`config.mk`:
```
export PLATFORM = sky130hd
export DESIGN_NAME = rfcc_frame_ctl
export DESIGN_NICKNAME = d
export VERILOG_FILES = /design/src/rtl/core/rfcc_pkg.sv /design/src/rtl/core/rfcc_frame_ctl.sv
export SDC_FILE = /design/constraint.sdc
export NUM_CORES = 1
export LEC_CHECK = 0
export BUFFER_PORTS_ARGS = -buffer_cell sky130_fd_sc_hd__buf_2
export CAP_MARGIN = 20
export CORE_MARGIN = 3
export CORE_UTILIZATION = 40
export DETAILED_ROUTE_END_ITERATION = 6
export PLACE_DENSITY = 0.6
export SETUP_SLACK_MARGIN = 0.05
export SYNTH_ARGS = -nofsm -noshare
export SYNTH_HDL_FRONTEND = slang
export SYNTH_SLANG_ARGS = --single-unit
```
`constraint.sdc`:
```
create_clock -name clk -period 4.7 [get_ports clk]
set_input_delay 0.47 -clock clk [delete_from_list [all_inputs] [get_ports clk]]
set_output_delay 0.47 -clock clk [all_outputs]
set_load 0.01 [all_outputs]
```
`src/rtl/core/rfcc_pkg.sv`:
```
// ----------------------------------------------------------------------------
// rfcc_pkg
// Types, codes and the byte-wide CRC-16 update shared by the response frame
// CRC checker modules.
// ----------------------------------------------------------------------------
package rfcc_pkg;

    localparam logic [15:0] CRC_POLY   = 16'h8005;
    localparam logic [7:0]  BUSY_BYTE  = 8'hFF;
    localparam logic [7:0]  MIN_LENGTH = 8'd4;

    typedef enum logic [1:0] {
        KIND_PAYLOAD = 2'd0,
        KIND_END     = 2'd1,
        KIND_BUSY    = 2'd2
    } kind_t;

    typedef enum logic [1:0] {
        ST_OK      = 2'd0,
        ST_CRC_ERR = 2'd1,
        ST_BAD_LEN = 2'd2
    } status_t;

    // One received byte together with its resync flag.
    typedef struct packed {
        logic       resync;
        logic [7:0] rx_byte;
    } in_item_t;

    // What one byte leaves for the output side.
    typedef struct packed {
        logic        produce;
        kind_t       kind;
        logic [7:0]  data_byte;
        status_t     status;
        logic [15:0] crc_value;
    } result_t;

    // Feeds one byte, least significant bit first, into a left-shifting CRC.
    function automatic logic [15:0] crc_feed(input logic [15:0] crc_in,
                                             input logic [7:0]  data);
        logic [15:0] crc;
        logic        top;
        crc = crc_in;
        for (int i = 0; i < 8; i++)
        begin
            top = crc[15];
            crc = {crc[14:0], 1'b0};
            if (data[i] ^ top)
            begin
                crc = crc ^ CRC_POLY;
            end
        end
        return crc;
    endfunction

endpackage

```
`src/rtl/core/rfcc_frame_ctl.sv`:
```
// ----------------------------------------------------------------------------
// rfcc_frame_ctl
// Frame state and per-byte decision: length, payload, CRC bytes and status.
// ----------------------------------------------------------------------------
module rfcc_frame_ctl (
    input  logic               clk,
    input  logic               rst_n,
    input  logic               step,
    input  rfcc_pkg::in_item_t item,
    output rfcc_pkg::result_t  result
);
    import rfcc_pkg::*;

    logic        awaiting_reg;
    logic        awaiting_next;
    logic [7:0]  length_reg;
    logic [7:0]  length_next;
    logic [7:0]  position_reg;
    logic [7:0]  position_next;
    logic [15:0] crc_reg;
    logic [15:0] crc_next;
    logic [7:0]  crc_low_reg;
    logic [7:0]  crc_low_next;

    logic [8:0]  pos_plus2;
    logic [15:0] crc_of_byte;
    logic [15:0] crc_from_zero;

    assign pos_plus2     = {1'b0, position_reg} + 9'd2;
    assign crc_of_byte   = crc_feed(crc_reg, item.rx_byte);
    assign crc_from_zero = crc_feed(16'h0000, item.rx_byte);

    always_comb
    begin
        awaiting_next    = awaiting_reg;
        length_next      = length_reg;
        position_next    = position_reg;
        crc_next         = crc_reg;
        crc_low_next     = crc_low_reg;
        result.produce   = 1'b0;
        result.kind      = KIND_PAYLOAD;
        result.data_byte = 8'h00;
        result.status    = ST_OK;
        result.crc_value = 16'h0000;

        priority if (awaiting_reg || item.resync)
        begin
            priority if (item.rx_byte == BUSY_BYTE)
            begin
                awaiting_next  = 1'b1;
                result.produce = 1'b1;
                result.kind    = KIND_BUSY;
            end
            else if (item.rx_byte < MIN_LENGTH)
            begin
                awaiting_next    = 1'b1;
                result.produce   = 1'b1;
                result.kind      = KIND_END;
                result.status    = ST_BAD_LEN;
                result.crc_value = crc_from_zero;
            end
            else
            begin
                awaiting_next = 1'b0;
                length_next   = item.rx_byte;
                position_next = 8'd1;
                crc_next      = crc_from_zero;
                crc_low_next  = 8'h00;
            end
        end
        else if (pos_plus2 < {1'b0, length_reg})
        begin
            crc_next         = crc_of_byte;
            position_next    = position_reg + 8'd1;
            result.produce   = 1'b1;
            result.kind      = KIND_PAYLOAD;
            result.data_byte = item.rx_byte;
        end
        else if (pos_plus2 == {1'b0, length_reg})
        begin
            crc_low_next  = item.rx_byte;
            position_next = position_reg + 8'd1;
        end
        else
        begin
            awaiting_next    = 1'b1;
            position_next    = 8'd0;
            result.produce   = 1'b1;
            result.kind      = KIND_END;
            result.status    = ({item.rx_byte, crc_low_reg} == crc_reg) ? ST_OK : ST_CRC_ERR;
            result.crc_value = crc_reg;
        end
    end

    always_ff @(posedge clk or negedge rst_n)
    begin
        if (!rst_n)
        begin
            awaiting_reg <= 1'b1;
            length_reg   <= 8'd0;
            position_reg <= 8'd0;
            crc_reg      <= 16'h0000;
            crc_low_reg  <= 8'h00;
        end
        else if (step)
        begin
            awaiting_reg <= awaiting_next;
            length_reg   <= length_next;
            position_reg <= position_next;
            crc_reg      <= crc_next;
            crc_low_reg  <= crc_low_next;
        end
    end

endmodule

```
## Word-level counts from Yosys, hierarchy flattened

Cells that the tools add are included.

- Logic and storage cells: 104
- Bits in registers: 41
- Bits of input ports: 12
- Output and inout port bits: 29

- Equal/unequal tests: 7
- Add/sub/neg operators: 2
- Muxes and demuxes: 48
- Order comparisons: 2
- Bitwise gates (word level): 32
- Reduce and logical (&&, ||, !) cells: 8

Operators with widths:

| kind | number |
|---|---|
| $mux 16 | 20 |
| $mux 8 | 12 |
| $mux 18 | 3 |
| $not 3->3 | 15 |
| $mux 17 | 2 |
| $eq 16x16->1 | 1 |
| $mux 3 | 5 |
| $xor 1x1->1 | 15 |
| $add 8x2->9 const B | 1 |
| $eq 9x8->1 | 1 |
| $lt 9x8->1 | 1 |
| $add 8x1->8 const B | 1 |
| $eq 8x8->1 const B | 1 |
| $lt 8x3->1 const B | 1 |
| $ne 2x2->1 const B | 4 |
| $reduce_and 4->1 | 2 |
| $mux 1 | 6 |
| $reduce_and 3->1 | 2 |
| $reduce_and 5->1 | 1 |
| $reduce_bool 2->1 | 2 |
| $not 1->1 | 2 |
| $logic_or 1x1->1 | 1 |

## Logic depth before layout (Yosys ltp)

Gate-level depths: netlist (run 1).

- Depth in word-level cells: 18
- Gate-level depth with buffers: 13
- Gate-level depth less buffers: 11

## Worst setup path before layout (run 1)

OpenSTA, ideal clock, no wires.

- Path type: register -> output
- From: reg position_reg[1]
- To: out result[4] (netlist bit)
- Cell stages (with the launch flop): 12
- Slack: 1.802 ns
- Arrival: 2.428 ns
- Path buffers: 1
- Required time: 4.230 ns
- Cell sequence: dfrtp_1 -> ha_1 -> nand3_1 -> nor2_1 -> xor2_1 -> ha_1 -> nand4_1 -> or3_1 -> a21boi_2 -> and2_1 -> buf_2 -> a22o_1

RTL lines:

| element | line | text |
|---|---|---|
| start: declaration | rfcc_frame_ctl.sv:18 | `logic [7:0] position_reg;` |
| start signal: assignment | rfcc_frame_ctl.sv:109 | `position_reg <= position_next;` |
| end: declaration | rfcc_frame_ctl.sv:10 | `output rfcc_pkg::result_t result` |

==> impl_metrics.ini, run 1 <==
[worst_setup_path]
critPathArrivalTime_ns = 3.42
required_ns = 4.23
crit_chain = nand3_1, nor2_1, xor2_1, ha_1, a21oi_1, o21ai_0, o21ai_1, a21boi_2, and2_1, a22o_1, buf_2
worst_r2r_path_depth = 11
path_max_fanout = 13
rrSetupSlack_ns = 1.48
slowest_delay_ns = 0.56
critPathCaptureType = output port
slowest_stage = o21ai_1
rr_startpoint = position_reg[3]
timing.rr.end = crc_reg[2]
critPathLaunchType = flop
crit_type = reg2out

[sta]
max_freq_ghz = 0.257
rsz0062_at_grt = no
fin_setup_tns_ns = 0
slew_headroom_pct = 37.3
fin_hold_ws_ns = 0.307
fin_crit_ns = 3.89
finClkSkew_ns = 0.00588
fin_ws_ns = 0.815
report.final.hold_viol_count = 0
slew_viol_final = 0
fin_crit_sh_pct = 82.7
worstMarginPinSlew_ns = 0.940
setup_viol = 0

[power_and_ir_drop]
power.density_nw_per_um2 = 431
ir_drop_uv = 222
leakagePower_nw = 1.71

[finish]
diodes = 0
fin_nets = 394
largest_reg_flops = 16
drive_gt1_share_pct = 15.1
utilization_pct = 47.4
instances_no_fill = 461
areaGrowthSynthToFinish_pct = 11.3

[floorplan]
fp.dieH_um = 92.4
core_um2 = 7020
start_util_pct = 42.6
num_rows = 30
dieArea_um2 = 8540
ios = 41
die_w_um = 92.4

[cts]
insertion_delay_ns = 0.30
cts_resized = 0
cts_root_buf = clkbuf_8
cts_buffer_depth = 2
post-cts-setup-buffer-count = 0
clock_sinks = 41
numCtsBuffers = 5
cts_max_level = 2
path_clk_slew_ns = 0.08
cts_hold_buf = 0
tritoncts = built

[global_routing]
grt_max_degree = 42
grt_overflow = 0
grt_pass1_vias = 2430
grt_usage_pct = 19.2
antenna_found_initial = 0
grt_pass1_wl_um = 12700

[worst_hold_path]
hold_path_class = in2async

[status]
outcome = finished, final reports clean

[synth]
synth_top_cell_area_share_pct = 33.5
synth_nets = 368
syn-cell-area_um2 = 2990
ys_warn_count = 0
synth-main-ff-cell = dfrtp_1
synth_edf_count = 0
yosys_register_bits = 41
ys_async_sr_fraction_pct = 100
synthesis.instances = 338
yosys.area.top_type = dfrtp_1
ys_top_cells_by_area = dfrtp_1 34%, xnor2_1 9.4%, ha_1 7.5%
seq_area_frac_synth_pct = 34.4
yosysUniqueCellTypes = 42
avgSynthCellArea_um2 = 8.84

[placement]
post-place-ws_ns = 1.20
gp_congestion = 0.841
dp.cells = 453
hpwl_um = 5900
portBuffers = 40

[routing]
drcViolationCount = 0
viasPerCell = 5.25
wl_per_cell_um = 17.2
initialDrtViolationCount = 185
first_pass_iters = 4
drtAntennaViolNets = 0
num_vias = 2421
routed_wl_um = 7950

[run]
max-cap-violations = 0
==> metal layers <==
| layer | part of all wire (%) | wire, um | up-vias | global-route usage (%) |
|---|---|---|---|---|
| met1 | 47 | 3720 | 1147 | 25.9 |
| met2 | 47 | 3770 | 61 | 31.4 |
| met4 | 1.4 | 114 | 0 | 5.57 |
| met5 | 0 | 0 | - | 0 |
| met3 | 4.4 | 346 | 14 | 3.41 |
| li1 | - | - | 1199 | - |
==> worst max-delay path, delay by kind of cell (launching register included) <==
| kind | cells | cell delay [ns] |
|---|---|---|
| buf+inv | 1 | 0.14 |
| compound gates | 5 | 1.32 |
| flops | 1 | 0.47 |
| fa+ha+maj | 1 | 0.27 |
| xor+xnor | 1 | 0.16 |
| simple gates | 3 | 0.75 |
==> synthesized netlist by cell type, types with 2 or more instances <==
master and instances:
clkbuf_1 13, buf_2 4, and3_1 13, ha_1 18
inv_1 22, nor2_1 24, o21ai_1 3, o211ai_1 2
a21oi_1 12, and2_1 3, nor4_1 2, nand4_1 7
nor3_1 4, buf_6 2, dfrtp_1 40, o21a_1 2
xnor3_1 2, clkbuf_2 3, a22o_1 24, o21ai_0 21
nand3_1 8, nor2b_1 4, xnor2_1 32, nand2_1 35
mux2i_1 3, a21o_1 2, xor2_1 17, buf_4 2
==> power by group <==
part | leakage [nW] | internal (mW) | switching, mW
Clock | 0.0585 | 0.173 | 0.130
Combinational | 1.12 | 0.290 | 0.305
Sequential | 0.525 | 0.426 | 0.108
==> layout by cell type, fill, tap and decap left out, types with 3 or more instances in the layout <==
cell,count
a21oi_1,12
inv_1,22
and3_1,13
and2_1,3
mux2i_1,3
nand2_1,35
nor3_1,4
clkbuf_8,6
a22o_1,24
buf_4,3
xnor2_1,32
buf_2,40
xor2_1,17
o21ai_0,21
nand3_1,8
o21ai_1,3
ha_1,18
dfrtp_1,40
nor2_1,24
nor2b_1,4
nand4_1,7
==> stage by stage <==
stage	instance area, um2	total power, mW
after CTS	3330	1.44
after floorplan	2990	0.996
final	3330	1.43
after global routing	3330	1.53
after detailed placement	3210	1.13
after global placement	3210	1.13
==> kinds of logic (layout without fill, tap and decap cells) <==
family,after synthesis,after routing,share of synthesized area [%]
XOR/XNOR,53,53,17.2
multiplexers,3,3,1.01
buffers and inverters,46,73,6.83
AO/OA/AOI/OAI,73,73,16.7
flip-flops,41,41,34.4
AND/OR/NAND/NOR,104,104,16.4
adder cells (fa/ha/maj),18,18,7.54
==> cell type report <==
type / count / area [um2]
fill: 699 / 3690
multi-input combinational: 251 / 1760
sequential: 41 / 1030
timing repair buffer: 43 / 223
tap: 96 / 120
clock buffer: 7 / 86.3
inverter: 22 / 82.6
clock inverter: 1 / 30.0
==> worst max path at each step <==
stage / to / slack (ns) / start
6_report: result[7] / 0.81 / position_reg[3]
5_1_grt: result[2] / 0.56 / position_reg[3]
4_1_cts: result[2] / 0.85 / position_reg[3]
3_5_place_dp: result[2] / 1.20 / position_reg[3]
3_3_place_gp: result[3] / 1.36 / position_reg[3]
2_1_floorplan: result[4] / 1.80 / position_reg[1]
Power figures use the tool's default switching activity.
==> run 2: changes to the inputs <==
--- a/config.mk
+++ b/config.mk
@@ -10,7 +10,7 @@
 export CORE_MARGIN = 3
 export CORE_UTILIZATION = 40
 export DETAILED_ROUTE_END_ITERATION = 6
-export PLACE_DENSITY = 0.6
+export PLACE_DENSITY = 0.62
 export SETUP_SLACK_MARGIN = 0.05
 export SYNTH_ARGS = -nofsm -noshare
 export SYNTH_HDL_FRONTEND = slang
==> constraint.sdc (replaced) <==
create_clock -name clk -period 3.5 [get_ports clk]
set_input_delay 0.35 -clock clk [delete_from_list [all_inputs] [get_ports clk]]
set_output_delay 0.35 -clock clk [all_outputs]
set_load 0.01 [all_outputs]
==> impl_metrics.ini, run 2 (same netlist as run 1, synthesis figures left out) <==
[routing]
drcViolationCount = 0
viasPerCell = 5.29
drtAntennaViolNets = 0
initialDrtViolationCount = 170
first_pass_iters = 4
wl_per_cell_um = 16.7
num_vias = 2480
routed_wl_um = 7820

[sta]
max_freq_ghz = 0.308
report.final.hold_viol_count = 0
slew_headroom_pct = 41.8
fin_crit_ns = 3.25
rsz0062_at_grt = no
finClkSkew_ns = 0.0126
slew_viol_final = 0
worstMarginPinSlew_ns = 0.870
setup_viol = 0
fin_setup_tns_ns = 0
fin_crit_sh_pct = 92.9

[cts]
cts_root_buf = clkbuf_8
cts_buffer_depth = 2
insertion_delay_ns = 0.30
tritoncts = built
numCtsBuffers = 5
path_clk_slew_ns = 0.09
cts_max_level = 2
clock_sinks = 41

[global_routing]
grt_pass1_vias = 2414
grt_overflow = 0
antenna_found_initial = 0
grt_pass1_wl_um = 12800
grt_usage_pct = 19.0
grt_max_degree = 42

[floorplan]
fp.dieH_um = 92.4
dieArea_um2 = 8540
ios = 41
num_rows = 30
die_w_um = 92.4
start_util_pct = 42.6
core_um2 = 7020

[worst_setup_path]
crit_type = reg2out
critPathLaunchType = flop
timing.rr.end = crc_low_reg[2]
required_ns = 3.15
critPathCaptureType = output port
path_max_fanout = 13
rrSetupSlack_ns = 0.65
rr_startpoint = position_reg[3]
critPathArrivalTime_ns = 2.90
worst_r2r_path_depth = 11

[finish]
diodes = 0
most-common-layout-cells = 40 x dfrtp_1, 40 x buf_2, 35 x nand2_1
areaGrowthSynthToFinish_pct = 13.6
fin_nets = 402
largest_reg_flops = 16
fillers = 698
drive_gt1_share_pct = 16.9

[placement]
portBuffers = 40
hpwl_um = 5720
gp_congestion = 0.855

[worst_hold_path]
hold_start = step
hold_path_class = in2reg
min_to = awaiting_reg
hold_depth = 2

[status]
outcome = finished, final reports clean

[power_and_ir_drop]
p_total_mw = 1.91
ir_drop_uv = 271
leakagePower_nw = 1.74
power.density_nw_per_um2 = 564

[run]
max-cap-violations = 0
## run 2: changes by cell type in the layout (fill, tap and decap cells not counted), sizes merged
cell | before | now
buf | 43 | 50
clkinv | 0 | 1
dlygate4sd3 | 0 | 1
clkbuf | 7 | 6
## run 2: worst max-delay path by stage
stage                                from   endpoint  slack, ns  cells past startpoint
after floorplan           position_reg[1]  result[4]       0.72                     11
after global placement    position_reg[1]  result[8]       0.48                     11
after detailed placement  position_reg[2]  result[8]       0.42                     11
after CTS                 position_reg[2]  result[8]       0.05                     11
after global routing      position_reg[2]  result[8]       0.05                     11
final                     position_reg[2]  result[8]       0.25                     10
## run 2: layout make-up
class,count,area [um2],share of cell area [%]
timing repair buffer,51,298,8.77
clock inverter,2,35.0,1.03
sequential,41,1030,30.3
tap,96,120,3.54
clock buffer,6,72.6,2.14
inverter,22,82.6,2.43
multi-input combinational,251,1760,51.8
## run 2: metrics by stage
stage / setup WS, ns / utilization (%) / hold slack [ns] / cell area [um2] / std cells
CTS: 0.0526 / 47.7 / 0.247 / 3350 / 465
global route: 0.0513 / 48.4 / 0.374 / 3390 / 469
floorplan: 0.722 / - / 0.0544 / 2990 / 338
global placement: 0.477 / 46.1 / 0.467 / 3240 / 457
finish: 0.248 / 48.4 / 0.384 / 3390 / 469
detailed placement: 0.416 / 46.1 / 0.474 / 3240 / 457
## run 2: repair_timing
action,CTS,global route
endpoints found under the setup margin,0,13
buffers inserted,0,2
resized for setup,0,2
hold buffers,0,1
endpoints found under the hold margin,0,10
## run 2: worst max-delay path, cell delays in order, from the launching register on
cell      delay (ns)
dfrtp_1         0.41
ha_1            0.24
nand3_1         0.13
xnor2_1         0.15
ha_1            0.30
nand4_1         0.12
or3_1           0.40
a21boi_2        0.22
and2_4          0.24
a22o_1          0.25
buf_2           0.14
## run 2: metal layers
layer | wire, um | share of wire (%) | track usage (%)
met4 | 76 | 0.97 | 3.96
met2 | 3710 | 47 | 31.6
met1 | 3680 | 47 | 26.3
met5 | 0 | 0 | 0
met3 | 349 | 4.5 | 2.84
## run 2: where the power goes
| part | internal, mW | total (mW) | switching (mW) |
|---|---|---|---|
| clock | 0.212 | 0.386 | 0.174 |
| combinational | 0.411 | 0.817 | 0.406 |
| sequential | 0.572 | 0.712 | 0.140 |
| total | 1.19 | 1.91 | 0.720 |
